--- config.mk ---
export PLATFORM = sky130hd
export DESIGN_NAME = stall_aware_velocity_ramp
export DESIGN_NICKNAME = d
export VERILOG_FILES = /design/src/hdl/savr_pkg.sv /design/src/hdl/savr_cfg.sv /design/src/hdl/savr_ctrl.sv /design/src/hdl/savr_vel.sv /design/src/hdl/stall_aware_velocity_ramp.sv
export SDC_FILE = /design/constraint.sdc
export NUM_CORES = 1
export LEC_CHECK = 0
export ABC_AREA = 1
export BUFFER_PORTS_ARGS = -buffer_cell sky130_fd_sc_hd__buf_2
export CORE_UTILIZATION = 65
export DETAILED_ROUTE_END_ITERATION = 8
export PLACE_DENSITY = 0.95
export SKIP_LAST_GASP = 1
export SLEW_MARGIN = 30
export SYNTH_ARGS = -nofsm -noshare
export SYNTH_HDL_FRONTEND = slang
export SYNTH_SLANG_ARGS = --single-unit
--- constraint.sdc ---
create_clock -name clk -period 16.7 [get_ports clk]
set_input_delay 3.34 -clock clk [delete_from_list [all_inputs] [get_ports clk]]
set_output_delay 3.34 -clock clk [all_outputs]
set_load 0.1 [all_outputs]
--- src/hdl/savr_pkg.sv ---
`timescale 1ns / 1ps

package savr_pkg;

  // Default width of the millisecond time base.
  localparam int TIME_BITS_DEF = 32;

  // Field widths.
  localparam int MAG_W   = 10;
  localparam int SPEED_W = 11;
  localparam int MS_W    = 16;
  localparam int GAIN_W  = 16;
  localparam int VEL_W   = 24;
  localparam int RAMP_W  = SPEED_W + 2;
  localparam int PROD_W  = SPEED_W + GAIN_W + 1;
  localparam int Q_FRAC  = 8;

  // Register port geometry.
  localparam int ADDR_W  = 5;
  localparam int DATA_W  = 32;
  localparam int IDX_W   = ADDR_W - 2;

  // Register indexes.
  localparam logic [IDX_W-1:0] REG_MAX_SPEED  = 3'd0;
  localparam logic [IDX_W-1:0] REG_SPEED_STEP = 3'd1;
  localparam logic [IDX_W-1:0] REG_ACCEL_INTV = 3'd2;
  localparam logic [IDX_W-1:0] REG_STALL_GAP  = 3'd3;
  localparam logic [IDX_W-1:0] REG_STALL_HOLD = 3'd4;
  localparam logic [IDX_W-1:0] REG_REVERSE    = 3'd5;
  localparam logic [IDX_W-1:0] REG_VEL_GAIN   = 3'd6;

  // Register reset values.
  localparam logic [MAG_W-1:0]  RST_MAX_SPEED  = 10'd300;
  localparam logic [MAG_W-1:0]  RST_SPEED_STEP = 10'd60;
  localparam logic [MS_W-1:0]   RST_ACCEL_INTV = 16'd100;
  localparam logic [MS_W-1:0]   RST_STALL_GAP  = 16'd2000;
  localparam logic [MS_W-1:0]   RST_STALL_HOLD = 16'd2000;
  localparam logic              RST_REVERSE    = 1'b0;
  localparam logic [GAIN_W-1:0] RST_VEL_GAIN   = 16'd18976;

  // Configuration as seen by the datapath.
  typedef struct packed {
    logic [MAG_W-1:0]  max_speed;
    logic [MAG_W-1:0]  speed_step;
    logic [MS_W-1:0]   accel_interval_ms;
    logic [MS_W-1:0]   stall_gap_ms;
    logic [MS_W-1:0]   stall_hold_ms;
    logic              reverse_dir;
    logic [GAIN_W-1:0] velocity_gain_q8;
  } savr_cfg_t;

  // Per-tick result of the control stage.
  typedef struct packed {
    logic                      wr;
    logic                      stop;
    logic signed [SPEED_W-1:0] speed;
    logic signed [SPEED_W-1:0] target;
  } savr_tick_t;

endpackage

--- src/hdl/savr_cfg.sv ---
`timescale 1ns / 1ps

module savr_cfg (
  input  logic                       clk,
  input  logic                       rst_n,
  input  logic                       psel,
  input  logic                       penable,
  input  logic                       pwrite,
  input  logic [savr_pkg::ADDR_W-1:0] paddr,
  input  logic [savr_pkg::DATA_W-1:0] pwdata,
  output logic [savr_pkg::DATA_W-1:0] prdata,
  output logic                       pready,
  output savr_pkg::savr_cfg_t        cfg
);
  import savr_pkg::*;

  savr_cfg_t        cfg_r;
  savr_cfg_t        cfg_nxt;
  logic             wr_en;
  logic [IDX_W-1:0] idx;

  assign pready = 1'b1;
  assign wr_en  = psel && penable && pwrite && pready;
  assign idx    = paddr[ADDR_W-1:2];
  assign cfg    = cfg_r;

  // Register write decode; unknown indexes are ignored.
  always_comb begin
    cfg_nxt = cfg_r;
    if (wr_en) begin
      case (idx)
        REG_MAX_SPEED:  cfg_nxt.max_speed         = pwdata[MAG_W-1:0];
        REG_SPEED_STEP: cfg_nxt.speed_step        = pwdata[MAG_W-1:0];
        REG_ACCEL_INTV: cfg_nxt.accel_interval_ms = pwdata[MS_W-1:0];
        REG_STALL_GAP:  cfg_nxt.stall_gap_ms      = pwdata[MS_W-1:0];
        REG_STALL_HOLD: cfg_nxt.stall_hold_ms     = pwdata[MS_W-1:0];
        REG_REVERSE:    cfg_nxt.reverse_dir       = pwdata[0];
        REG_VEL_GAIN:   cfg_nxt.velocity_gain_q8  = pwdata[GAIN_W-1:0];
        default: begin
        end
      endcase
    end
  end

  always_ff @(posedge clk) begin
    if (!rst_n) begin
      cfg_r.max_speed         <= RST_MAX_SPEED;
      cfg_r.speed_step        <= RST_SPEED_STEP;
      cfg_r.accel_interval_ms <= RST_ACCEL_INTV;
      cfg_r.stall_gap_ms      <= RST_STALL_GAP;
      cfg_r.stall_hold_ms     <= RST_STALL_HOLD;
      cfg_r.reverse_dir       <= RST_REVERSE;
      cfg_r.velocity_gain_q8  <= RST_VEL_GAIN;
    end else begin
      cfg_r <= cfg_nxt;
    end
  end

  // Read mux.
  always_comb begin
    case (idx)
      REG_MAX_SPEED:  prdata = DATA_W'(cfg_r.max_speed);
      REG_SPEED_STEP: prdata = DATA_W'(cfg_r.speed_step);
      REG_ACCEL_INTV: prdata = DATA_W'(cfg_r.accel_interval_ms);
      REG_STALL_GAP:  prdata = DATA_W'(cfg_r.stall_gap_ms);
      REG_STALL_HOLD: prdata = DATA_W'(cfg_r.stall_hold_ms);
      REG_REVERSE:    prdata = DATA_W'(cfg_r.reverse_dir);
      REG_VEL_GAIN:   prdata = DATA_W'(cfg_r.velocity_gain_q8);
      default:        prdata = '0;
    endcase
  end

endmodule

--- src/hdl/savr_ctrl.sv ---
`timescale 1ns / 1ps

module savr_ctrl #(
  parameter int TIME_BITS = savr_pkg::TIME_BITS_DEF
) (
  input  logic                 clk,
  input  logic                 rst_n,
  input  savr_pkg::savr_cfg_t  cfg,
  input  logic                 in_valid,
  output logic                 in_ready,
  input  logic                 stall_pulse,
  input  logic                 button_fwd,
  input  logic                 button_rev,
  output logic                 res_valid,
  input  logic                 res_ready,
  output savr_pkg::savr_tick_t res
);
  import savr_pkg::*;

  // Tick state.
  logic [TIME_BITS-1:0]      now_ms_r, now_ms_nxt;
  logic [TIME_BITS-1:0]      last_stall_r, last_stall_nxt;
  logic [TIME_BITS-1:0]      hold_until_r, hold_until_nxt;
  logic [TIME_BITS-1:0]      last_update_r, last_update_nxt;
  logic                      pending_r, pending_nxt;
  logic signed [SPEED_W-1:0] target_r, target_nxt;
  logic signed [SPEED_W-1:0] speed_r, speed_nxt;

  logic                      valid_r;
  savr_tick_t                res_r;
  savr_tick_t                res_nxt;

  logic                      accept;
  logic                      gap_hit;
  logic                      pend;
  logic                      run;
  logic                      stop;
  logic                      due;
  logic                      upd;
  logic signed [SPEED_W-1:0] mag;
  logic signed [SPEED_W-1:0] plus;
  logic signed [SPEED_W-1:0] target_mid;
  logic signed [SPEED_W-1:0] speed_mid;
  logic signed [RAMP_W-1:0]  step_x;
  logic signed [RAMP_W-1:0]  target_x;
  logic signed [RAMP_W-1:0]  up;
  logic signed [RAMP_W-1:0]  dn;

  assign in_ready  = !valid_r || res_ready;
  assign accept    = in_valid && in_ready;
  assign res_valid = valid_r;
  assign res       = res_r;

  // Time base and stall pulse qualification.
  always_comb begin
    now_ms_nxt     = now_ms_r + TIME_BITS'(1);
    gap_hit        = stall_pulse &&
                     ((now_ms_nxt - last_stall_r) > TIME_BITS'(cfg.stall_gap_ms));
    pend           = pending_r || gap_hit;
    last_stall_nxt = gap_hit ? now_ms_nxt : last_stall_r;
    run            = now_ms_nxt > hold_until_r;
    stop           = run && pend;
    pending_nxt    = stop ? 1'b0 : pend;
    hold_until_nxt = stop ? (now_ms_nxt + TIME_BITS'(cfg.stall_hold_ms)) : hold_until_r;
  end

  // Stall stop or button target selection.
  always_comb begin
    mag        = $signed({1'b0, cfg.max_speed});
    plus       = cfg.reverse_dir ? -mag : mag;
    target_mid = target_r;
    speed_mid  = speed_r;
    if (stop) begin
      target_mid = '0;
      speed_mid  = '0;
    end else if (run) begin
      if (button_fwd && !button_rev && (target_r == '0)) begin
        target_mid = plus;
      end else if (!button_fwd && button_rev && (target_r == '0)) begin
        target_mid = -plus;
      end else if (!button_fwd && !button_rev) begin
        target_mid = '0;
      end
    end
  end

  // Speed ramp toward the target, clamped at the target.
  always_comb begin
    due             = (now_ms_nxt - last_update_r) > TIME_BITS'(cfg.accel_interval_ms);
    step_x          = $signed({{(RAMP_W-MAG_W){1'b0}}, cfg.speed_step});
    target_x        = RAMP_W'(target_mid);
    up              = RAMP_W'(speed_mid) + step_x;
    dn              = RAMP_W'(speed_mid) - step_x;
    upd             = 1'b0;
    speed_nxt       = speed_mid;
    if (due) begin
      if (speed_mid < target_mid) begin
        upd       = 1'b1;
        speed_nxt = (up > target_x) ? target_mid : up[SPEED_W-1:0];
      end else if (speed_mid > target_mid) begin
        upd       = 1'b1;
        speed_nxt = (dn < target_x) ? target_mid : dn[SPEED_W-1:0];
      end
    end
    last_update_nxt = upd ? now_ms_nxt : last_update_r;
    target_nxt      = target_mid;
    res_nxt.wr      = stop || upd;
    res_nxt.stop    = stop;
    res_nxt.speed   = speed_nxt;
    res_nxt.target  = target_mid;
  end

  // State advances once per accepted beat.
  always_ff @(posedge clk) begin
    if (!rst_n) begin
      now_ms_r      <= '0;
      last_stall_r  <= '0;
      hold_until_r  <= '0;
      last_update_r <= '0;
      pending_r     <= 1'b0;
      target_r      <= '0;
      speed_r       <= '0;
      valid_r       <= 1'b0;
    end else if (accept) begin
      now_ms_r      <= now_ms_nxt;
      last_stall_r  <= last_stall_nxt;
      hold_until_r  <= hold_until_nxt;
      last_update_r <= last_update_nxt;
      pending_r     <= pending_nxt;
      target_r      <= target_nxt;
      speed_r       <= speed_nxt;
      valid_r       <= 1'b1;
    end else if (res_ready) begin
      valid_r       <= 1'b0;
    end
  end

  always_ff @(posedge clk) begin
    if (accept) begin
      res_r <= res_nxt;
    end
  end

endmodule

--- src/hdl/savr_vel.sv ---
`timescale 1ns / 1ps

module savr_vel (
  input  logic                 clk,
  input  logic                 rst_n,
  input  logic [savr_pkg::GAIN_W-1:0] gain,
  input  logic                 res_valid,
  output logic                 res_ready,
  input  savr_pkg::savr_tick_t res,
  output logic                 out_valid,
  input  logic                 out_ready,
  output logic [47:0]          out_data
);
  import savr_pkg::*;

  logic                      p_valid_r;
  savr_tick_t                p_res_r;
  logic signed [PROD_W-1:0]  prod_r;
  logic signed [PROD_W-1:0]  prod_nxt;
  logic signed [PROD_W-1:0]  spd_x;
  logic signed [PROD_W-1:0]  gain_x;
  logic                      p_ready;

  logic                      o_valid_r;
  logic [47:0]               o_data_r;
  logic [47:0]               o_data_nxt;
  logic                      o_ready;
  logic signed [PROD_W-1:0]  biased;
  logic signed [PROD_W-Q_FRAC-1:0] quot;
  logic [VEL_W-1:0]          vel;

  assign o_ready   = !o_valid_r || out_ready;
  assign p_ready   = !p_valid_r || o_ready;
  assign res_ready = p_ready;
  assign out_valid = o_valid_r;
  assign out_data  = o_data_r;

  // Speed times Q8.8 gain.
  always_comb begin
    spd_x    = PROD_W'(res.speed);
    gain_x   = $signed(PROD_W'(gain));
    prod_nxt = spd_x * gain_x;
  end

  // Divide by 256 truncating toward zero, then pack the result beat.
  always_comb begin
    biased     = prod_r[PROD_W-1] ? (prod_r + PROD_W'(255)) : prod_r;
    quot       = biased[PROD_W-1:Q_FRAC];
    vel        = p_res_r.wr ? VEL_W'(quot) : '0;
    o_data_nxt = {p_res_r.stop, p_res_r.target, p_res_r.speed, vel, p_res_r.wr};
  end

  always_ff @(posedge clk) begin
    if (!rst_n) begin
      p_valid_r <= 1'b0;
      o_valid_r <= 1'b0;
    end else begin
      if (p_ready) begin
        p_valid_r <= res_valid;
      end
      if (o_ready) begin
        o_valid_r <= p_valid_r;
      end
    end
  end

  always_ff @(posedge clk) begin
    if (p_ready && res_valid) begin
      p_res_r <= res;
      prod_r  <= prod_nxt;
    end
    if (o_ready && p_valid_r) begin
      o_data_r <= o_data_nxt;
    end
  end

endmodule

--- src/hdl/stall_aware_velocity_ramp.sv ---
`timescale 1ns / 1ps

// Velocity ramp with stall pause, one beat per millisecond tick.
// Input stream: each beat is one tick carrying the stall pulse and the two
// button levels. Output stream: one beat per input beat with the velocity
// write flag, the velocity value, current speed, target speed and the stall
// stop flag. The user sets registers over the APB port only while the block is
// idle; the block itself does not enforce this. A result passes the control
// stage, the multiplier stage and the output register. Throughput: one beat
// per cycle unless the receiver stalls; all tick state is updated in the
// control stage in the cycle the beat is accepted, so the next beat follows
// at once. When the receiver stalls, the pipeline fills and in_tready drops
// only once all three stages hold a beat; nothing is lost or repeated.
// Reset clears the millisecond counter, stall bookkeeping, target and speed,
// empties the pipeline and loads the register defaults.
module stall_aware_velocity_ramp #(
  parameter int TIME_BITS = savr_pkg::TIME_BITS_DEF
) (
  input  logic                        clk,
  input  logic                        rst_n,
  input  logic                        in_tvalid,
  output logic                        in_tready,
  input  logic [7:0]                  in_tdata,   // stall_pulse, button_fwd, button_rev
  output logic                        out_tvalid,
  input  logic                        out_tready,
  output logic [47:0]                 out_tdata,  // velocity_write, velocity_value,
                                                  // current_speed, target_speed, stall_stop
  input  logic                        cfg_psel,
  input  logic                        cfg_penable,
  input  logic                        cfg_pwrite,
  input  logic [savr_pkg::ADDR_W-1:0] cfg_paddr,
  input  logic [savr_pkg::DATA_W-1:0] cfg_pwdata,
  output logic [savr_pkg::DATA_W-1:0] cfg_prdata,
  output logic                        cfg_pready
);
  import savr_pkg::*;

  savr_cfg_t  cfg;
  savr_tick_t tick;
  logic       tick_valid;
  logic       tick_ready;

  // Register file.
  savr_cfg u_cfg (
    .clk     (clk),
    .rst_n   (rst_n),
    .psel    (cfg_psel),
    .penable (cfg_penable),
    .pwrite  (cfg_pwrite),
    .paddr   (cfg_paddr),
    .pwdata  (cfg_pwdata),
    .prdata  (cfg_prdata),
    .pready  (cfg_pready),
    .cfg     (cfg)
  );

  // Tick state update.
  savr_ctrl #(
    .TIME_BITS (TIME_BITS)
  ) u_ctrl (
    .clk         (clk),
    .rst_n       (rst_n),
    .cfg         (cfg),
    .in_valid    (in_tvalid),
    .in_ready    (in_tready),
    .stall_pulse (in_tdata[0]),
    .button_fwd  (in_tdata[1]),
    .button_rev  (in_tdata[2]),
    .res_valid   (tick_valid),
    .res_ready   (tick_ready),
    .res         (tick)
  );

  // Velocity scaling and output register.
  savr_vel u_vel (
    .clk       (clk),
    .rst_n     (rst_n),
    .gain      (cfg.velocity_gain_q8),
    .res_valid (tick_valid),
    .res_ready (tick_ready),
    .res       (tick),
    .out_valid (out_tvalid),
    .out_ready (out_tready),
    .out_data  (out_tdata)
  );

endmodule
==> flow_metrics.py, run 1 <==
metrics = {
    "synthesis": {
        "ys_ff_latch": 359,
        "ys_top_cells_by_area": "dfxtp_1 16%, edfxtp_1 12%, nand2_1 12%, ha_1 12%, inv_1 9.6%",
        "synthDistinctLibCells": 67,
        "netlist_instances": 4051,
        "yosysTopAreaCellShare_pct": 16.1,
        "yosysTopAreaCell": "dfxtp_1",
        "synth-async-reset-ratio_pct": 0,
        "synth_area_per_cell_um2": 7.32,
        "synth.cell_area_um2": 29700,
        "synth_ff_type": "dfxtp_1",
        "ys_warn_count": 0,
        "synth_edf_count": 120,
        "ys_seq_area_share_pct": 28.3,
    },
    "global_routing": {
        "grt_pass1_vias": 27400,
        "grt_max_degree": 125,
        "grt_pass1_wl_mm": 136,
        "met1_usage_pct": 41.8,
        "antenna_found_initial": 3,
        "met3_usage_pct": 6.67,
        "busiest_layer": "met2",
        "grt.overflow.total": 0,
        "use_met2_pct": 60.7,
        "grtUsageTotal_pct": 36.1,
    },
    "clock_tree": {
        "holdBufCountCts": 0,
        "cts_buffer_depth": 3,
        "worstSkewPairLatency_ns": 0.62,
        "cts_resized": 0,
        "cts-root-buf": "clkbuf_16",
        "cts_sinks": 359,
        "cts_tree": "built",
        "htreeDepth": 2,
        "post-cts-setup-buffers": 0,
        "clkTransAtPathRegs_ns": 0.06,
        "numCtsBuffers": 40,
    },
    "placement": {
        "dpl-instance-area_um2": 30400,
        "io_buffers": 94,
        "routabilityCongestion": 0.991,
        "hpwl_mm": 61.8,
    },
    "cells_and_area": {
        "synthToLayoutAreaGrowth_pct": 7.12,
        "fin_area_um2": 31800,
        "nNetsFinal": 4550,
        "final_cell_mix": "940 x nand2_1, 754 x inv_1, 309 x a21oi_1, 294 x nor2_1, 280 x ha_1",
        "final_common_cell": "nand2_1",
        "finish.utilization_pct": 71.2,
        "drive_above_1_share_pct": 6.32,
    },
    "power": {
        "peakVddDrop_uv": 268,
        "pwr_density_cell_nw_per_um2": 180,
        "leakage_nw": 16.2,
    },
    "die": {
        "dieWidth_um": 216,
        "rows": 77,
        "dieArea_um2": 46500,
        "io_pins": 135,
        "core_area_um2": 44600,
        "die_h_um": 216,
        "start_util_pct": 66.5,
    },
    "timing": {
        "fmax_ghz": 0.0981,
        "fin_tns_setup_ns": 0,
        "fin_crit_sh_pct": 61.1,
        "finalClockSkew_ns": 0.0580,
        "rsz0062_at_grt": "no",
        "tightest_slew_ns": 0.960,
        "period_minus_slack_ns": 10.20,
        "hold_viol": 0,
        "setup_viol": 0,
        "max_slew_margin_pct": 36.0,
        "drv_slew": 0,
    },
    "critical_path": {
        "slowest_delay_ns": 0.61,
        "crit_required_ns": 17.25,
        "start_kind": "flip-flop",
        "critPathMaxFanout": 14,
        "crit_arrival_ns": 10.75,
        "worst_path_most_repeated_cell": "nand2_1",
        "critical_path.slowest_cell": "nor4b_1",
        "criticalPathCategory": "reg -> reg",
        "crit_path_end_kind": "flip-flop",
    },
    "drt": {
        "wl_mm": 84.2,
        "post_drt_wl_per_cell_um": 17.9,
        "drtIter0Drc": 3031,
        "routed_via_density": 5.89,
        "first_pass_iters": 9,
        "vias": 27700,
        "drc_errors": 0,
        "ant_nets": 0,
    },
    "min_path": {
        "hp-class": "reg -> reg",
    },
    "run": {
        "maxCapViolations": 0,
    },
    "run_status": {
        "status": "completed",
    },
}
layer usage:
layer	wire length (µm)	up-vias	share of wire (%)
met5	0	-	0
met4	6210	0	7.4
met3	8320	510	9.9
met2	39000	1695	46
met1	30800	12600	37
li1	-	13000	-
critical path: cells and delay by family (launching register included):
family / cells / cell delay (ns)
flops: 1 / 0.52
buf+inv: 10 / 1.65
compound gates: 9 / 1.31
xor+xnor: 1 / 0.28
fa+ha+maj: 3 / 1.05
simple gates: 28 / 5.29
through the flow:
step / cells / setup slack, ns / power (mW) / hold slack, ns
finish: 4710 / 6.50 / 5.72 / 0.416
global route: 4708 / 5.85 / 6.10 / 0.421
CTS: 4706 / 6.76 / 5.60 / 0.418
detailed placement: 4637 / 6.92 / 4.60 / 0.405
global placement: 4637 / 7.09 / 4.35 / 0.401
floorplan: 4066 / 7.24 / 3.80 / 0.400
synth_stat cells, drive strengths merged (2+ instances only):
cell type and instances:
ha 280, nor2 309, nand3 135, a22oi 2, dfxtp 239, nor4 12, o221ai 7, nand2 957
fa 131, a21boi 6, clkbuf 95, o21bai 16, a21o 11, nand3b 8, a31oi 12, nor3 40
a221oi 13, o2111ai 13, buf 40, a211oi 12, o211ai 18, clkinv 5, o21ai 260, a21oi 319
xnor2 28, o21a 9, xor2 109, edfxtp 120, o22ai 7, or2 9, and2 6, nand4 48
conb 2, inv 765
cell type report:
type | count | area (µm²)
Fill cell | 3215 | 12800
Antenna cell | 4 | 10.0
Timing Repair Buffer | 114 | 627
Clock inverter | 23 | 269
Inverter | 770 | 2890
Sequential cell | 359 | 8390
Multi-Input combinational cell | 2802 | 17800
Clock buffer | 46 | 1030
Tap cell | 592 | 741
where the power goes:
| group | switching [mW] | internal [mW] | leakage, nW |
|---|---|---|---|
| Clock | 0.403 | 0.500 | 0.628 |
| Sequential | 0.152 | 1.16 | 3.09 |
| Combinational | 2.23 | 1.27 | 12.5 |
| Total | 2.79 | 2.93 | 16.2 |
cells by family (layout without fill, tap and decap cells):
| logic type | after synthesis | after routing | synth area share [%] |
|---|---|---|---|
| DFF | 359 | 359 | 28.3 |
| xor gates and xnor gates | 137 | 137 | 4.05 |
| other | 2 | 21 | 0.0253 |
| and+or+nand+nor | 1528 | 1528 | 21.7 |
| buffers and inverters | 905 | 953 | 11.9 |
| AOI/OAI and AO/OA | 709 | 709 | 13.4 |
| adders and majority gates | 411 | 411 | 20.7 |
sequential cells by signal, summed over array words and instances, names as in the netlist, 11 cells and up:
signal                count
u_cfg.cfg                85
u_vel.out_data           44
u_ctrl.hold_until_r      32
u_ctrl.last_stall_r      32
u_ctrl.last_update_r     32
u_ctrl.now_ms_r          32
u_vel.prod_r             28
u_ctrl.res               24
u_vel.o_data_nxt         24
u_ctrl.speed_r           11
u_ctrl.target_r          11
final timing paths:
path	startpoint	endpoint	slack, ns	cells after the start
worst min register to register	u_vel.o_data_nxt[46]	u_vel.out_data[46]	0.42	0
worst max-delay path	u_ctrl.now_ms_r[0]	u_ctrl.speed_r[6]	6.50	51
worst min-delay path	u_vel.o_data_nxt[46]	u_vel.out_data[46]	0.42	0
worst max register to register	u_ctrl.now_ms_r[0]	u_ctrl.speed_r[6]	6.50	51
No activity file was read; power rests on OpenSTA's default activity.
==> run 2: changes to the inputs <==
--- a/config.mk
+++ b/config.mk
@@ -7,9 +7,9 @@
 export LEC_CHECK = 0
 export ABC_AREA = 1
 export BUFFER_PORTS_ARGS = -buffer_cell sky130_fd_sc_hd__buf_2
-export CORE_UTILIZATION = 65
+export CORE_UTILIZATION = 64
 export DETAILED_ROUTE_END_ITERATION = 8
-export PLACE_DENSITY = 0.95
+export PLACE_DENSITY = 0.94
 export SKIP_LAST_GASP = 1
 export SLEW_MARGIN = 30
 export SYNTH_ARGS = -nofsm -noshare
==> constraint.sdc (replaced) <==
create_clock -name clk -period 9.6 [get_ports clk]
set_input_delay 1.92 -clock clk [delete_from_list [all_inputs] [get_ports clk]]
set_output_delay 1.92 -clock clk [all_outputs]
set_load 0.1 [all_outputs]
==> flow_metrics.py, run 2 (synthesis results as in run 1) <==
metrics = {
    "die": {
        "die_h_um": 217,
        "dieWidth_um": 217,
        "dieArea_um2": 47200,
        "io_pins": 135,
        "start_util_pct": 65.1,
        "core_area_um2": 45600,
        "rows": 78,
    },
    "cells_and_area": {
        "fillerInstances": 3317,
        "nNetsFinal": 4568,
        "final_common_cell": "nand2_1",
        "stdcell_count": 4741,
        "largest_reg_flops": 85,
        "synthToLayoutAreaGrowth_pct": 8.19,
        "finish.utilization_pct": 70.4,
        "drive_above_1_share_pct": 6.99,
        "final_cell_mix": "940 x nand2_1, 754 x inv_1, 309 x a21oi_1, 288 x nor2_1, 280 x ha_1",
    },
    "critical_path": {
        "r2r_start": "u_ctrl.now_ms_r[0]",
        "start_kind": "flip-flop",
        "criticalPathCategory": "reg -> reg",
        "crit_required_ns": 10.16,
        "worst_path_most_repeated_cell": "nand2_1",
        "endpoint": "u_ctrl.speed_r[5]",
        "slowest_delay_ns": 0.66,
        "crit_buf_inv": 10,
        "ff2ff_setup_slack_ns": 0.69,
        "crit_arrival_ns": 9.46,
        "cp_num_cells": 51,
        "r2r_end": "u_ctrl.speed_r[5]",
        "crit_path_end_kind": "flip-flop",
        "cpLargestDelayFamily": "simple AND/OR/NAND/NOR gates",
        "reg2reg_depth": 51,
        "critPathMaxFanout": 13,
        "critical_path.slowest_cell": "nor4b_1",
        "startpoint": "u_ctrl.now_ms_r[0]",
    },
    "clock_tree": {
        "post-cts-setup-buffers": 0,
        "htreeDepth": 2,
        "cts_buffer_depth": 3,
        "cts_tree": "built",
        "cts_sinks": 359,
        "numCtsBuffers": 40,
        "cts-root-buf": "clkbuf_16",
        "clkTransAtPathRegs_ns": 0.06,
        "worstSkewPairLatency_ns": 0.61,
    },
    "timing": {
        "fmax_ghz": 0.112,
        "fin_crit_sh_pct": 92.8,
        "max_slew_margin_pct": 34.6,
        "rsz0062_at_grt": "no",
        "worst_slack_ns": 0.694,
        "fin_hold_ws_ns": 0.418,
        "period_minus_slack_ns": 8.91,
        "fin_tns_setup_ns": 0,
        "drv_slew": 0,
        "hold_viol": 0,
        "tightest_slew_ns": 0.981,
        "finalClockSkew_ns": 0.0410,
        "setup_viol": 0,
    },
    "drt": {
        "routed_via_density": 5.84,
        "drc_errors": 0,
        "drtIter0Drc": 3390,
        "wl_mm": 85.3,
        "post_drt_wl_per_cell_um": 18.0,
        "ant_nets": 0,
        "vias": 27700,
        "first_pass_iters": 8,
    },
    "global_routing": {
        "grtUsageTotal_pct": 36.3,
        "grt_max_degree": 137,
        "busiest_layer": "met2",
        "use_met2_pct": 59.4,
        "grt_pass1_wl_mm": 136,
        "met3_usage_pct": 7.30,
        "grt.overflow.total": 0,
        "antenna_found_initial": 6,
        "grt_pass1_vias": 26900,
        "met1_usage_pct": 42.6,
    },
    "placement": {
        "routabilityCongestion": 0.994,
        "place_ws_ns": 0.606,
        "hpwl_mm": 62.3,
        "io_buffers": 94,
        "dp.cells": 4663,
    },
    "min_path": {
        "hp-class": "reg -> reg",
        "hold_depth": 0,
    },
    "power": {
        "peakVddDrop_uv": 426,
        "pwr_density_cell_nw_per_um2": 312,
        "leakage_nw": 16.4,
    },
    "run": {
        "maxCapViolations": 0,
    },
    "run_status": {
        "status": "completed",
    },
}
run 2: changes by cell type in the layout (fill, tap and decap cells not counted), sizes merged:
| cell | before | now |
|---|---|---|
| bufinv | 3 | 7 |
| clkinvlp | 3 | 1 |
| clkbuf | 46 | 50 |
| clkinv | 18 | 19 |
| buf | 114 | 132 |
| inv | 769 | 767 |
run 2: power breakdown:
group / leakage (nW) / internal (mW) / total, mW / switching [mW]
logic: 12.6 / 2.22 / 6.00 / 3.79
registers: 3.09 / 2.02 / 2.29 / 0.268
clock network: 0.703 / 1.00 / 1.71 / 0.705
total: 16.4 / 5.24 / 10.0 / 4.76
run 2: worst min path at each step:
stage / start / to / slack (ns)
final: u_vel.o_data_nxt[39] / u_vel.out_data[39] / 0.42
after global routing: u_vel.o_data_nxt[43] / u_vel.out_data[43] / 0.42
after CTS: u_vel.o_data_nxt[39] / u_vel.out_data[39] / 0.41
after detailed placement: u_vel.o_data_nxt[39] / u_vel.out_data[39] / 0.40
after global placement: u_vel.o_data_nxt[31] / u_vel.out_data[31] / 0.40
after floorplan: u_ctrl.res[23] / u_vel.o_data_nxt[0] / 0.40
run 2: layer usage:
metal | wire length (µm) | share of wire, %
met5 | 49 | 0.057
met1 | 31600 | 37
met2 | 39100 | 46
met4 | 6510 | 7.6
met3 | 7980 | 9.4
run 2: per-stage QoR:
step | instance area (µm²) | power, mW
floorplan | 29700 | 6.61
global placement | 30600 | 7.59
detailed placement | 30600 | 7.92
CTS | 32100 | 9.78
global route | 32100 | 10.7
finish | 32100 | 10.0
run 2: layout make-up:
class                      instances  area (µm²)  share of cell area [%]
antenna                            4        10.0                  0.0312
clock buffer                      50        1080                    3.36
clock inverter                    24         375                    1.17
inverter                         770        2890                    9.02
multi-input combinational       2802       17800                    55.5
sequential                       359        8390                    26.1
tap                              600         751                    2.34
timing repair buffer             132         766                    2.39
run 2: repair_timing:
item / in CTS / in global routing
gates resized for setup: 0 / 8
endpoints found under the setup margin: 0 / 22
hold buffers: 0 / 0
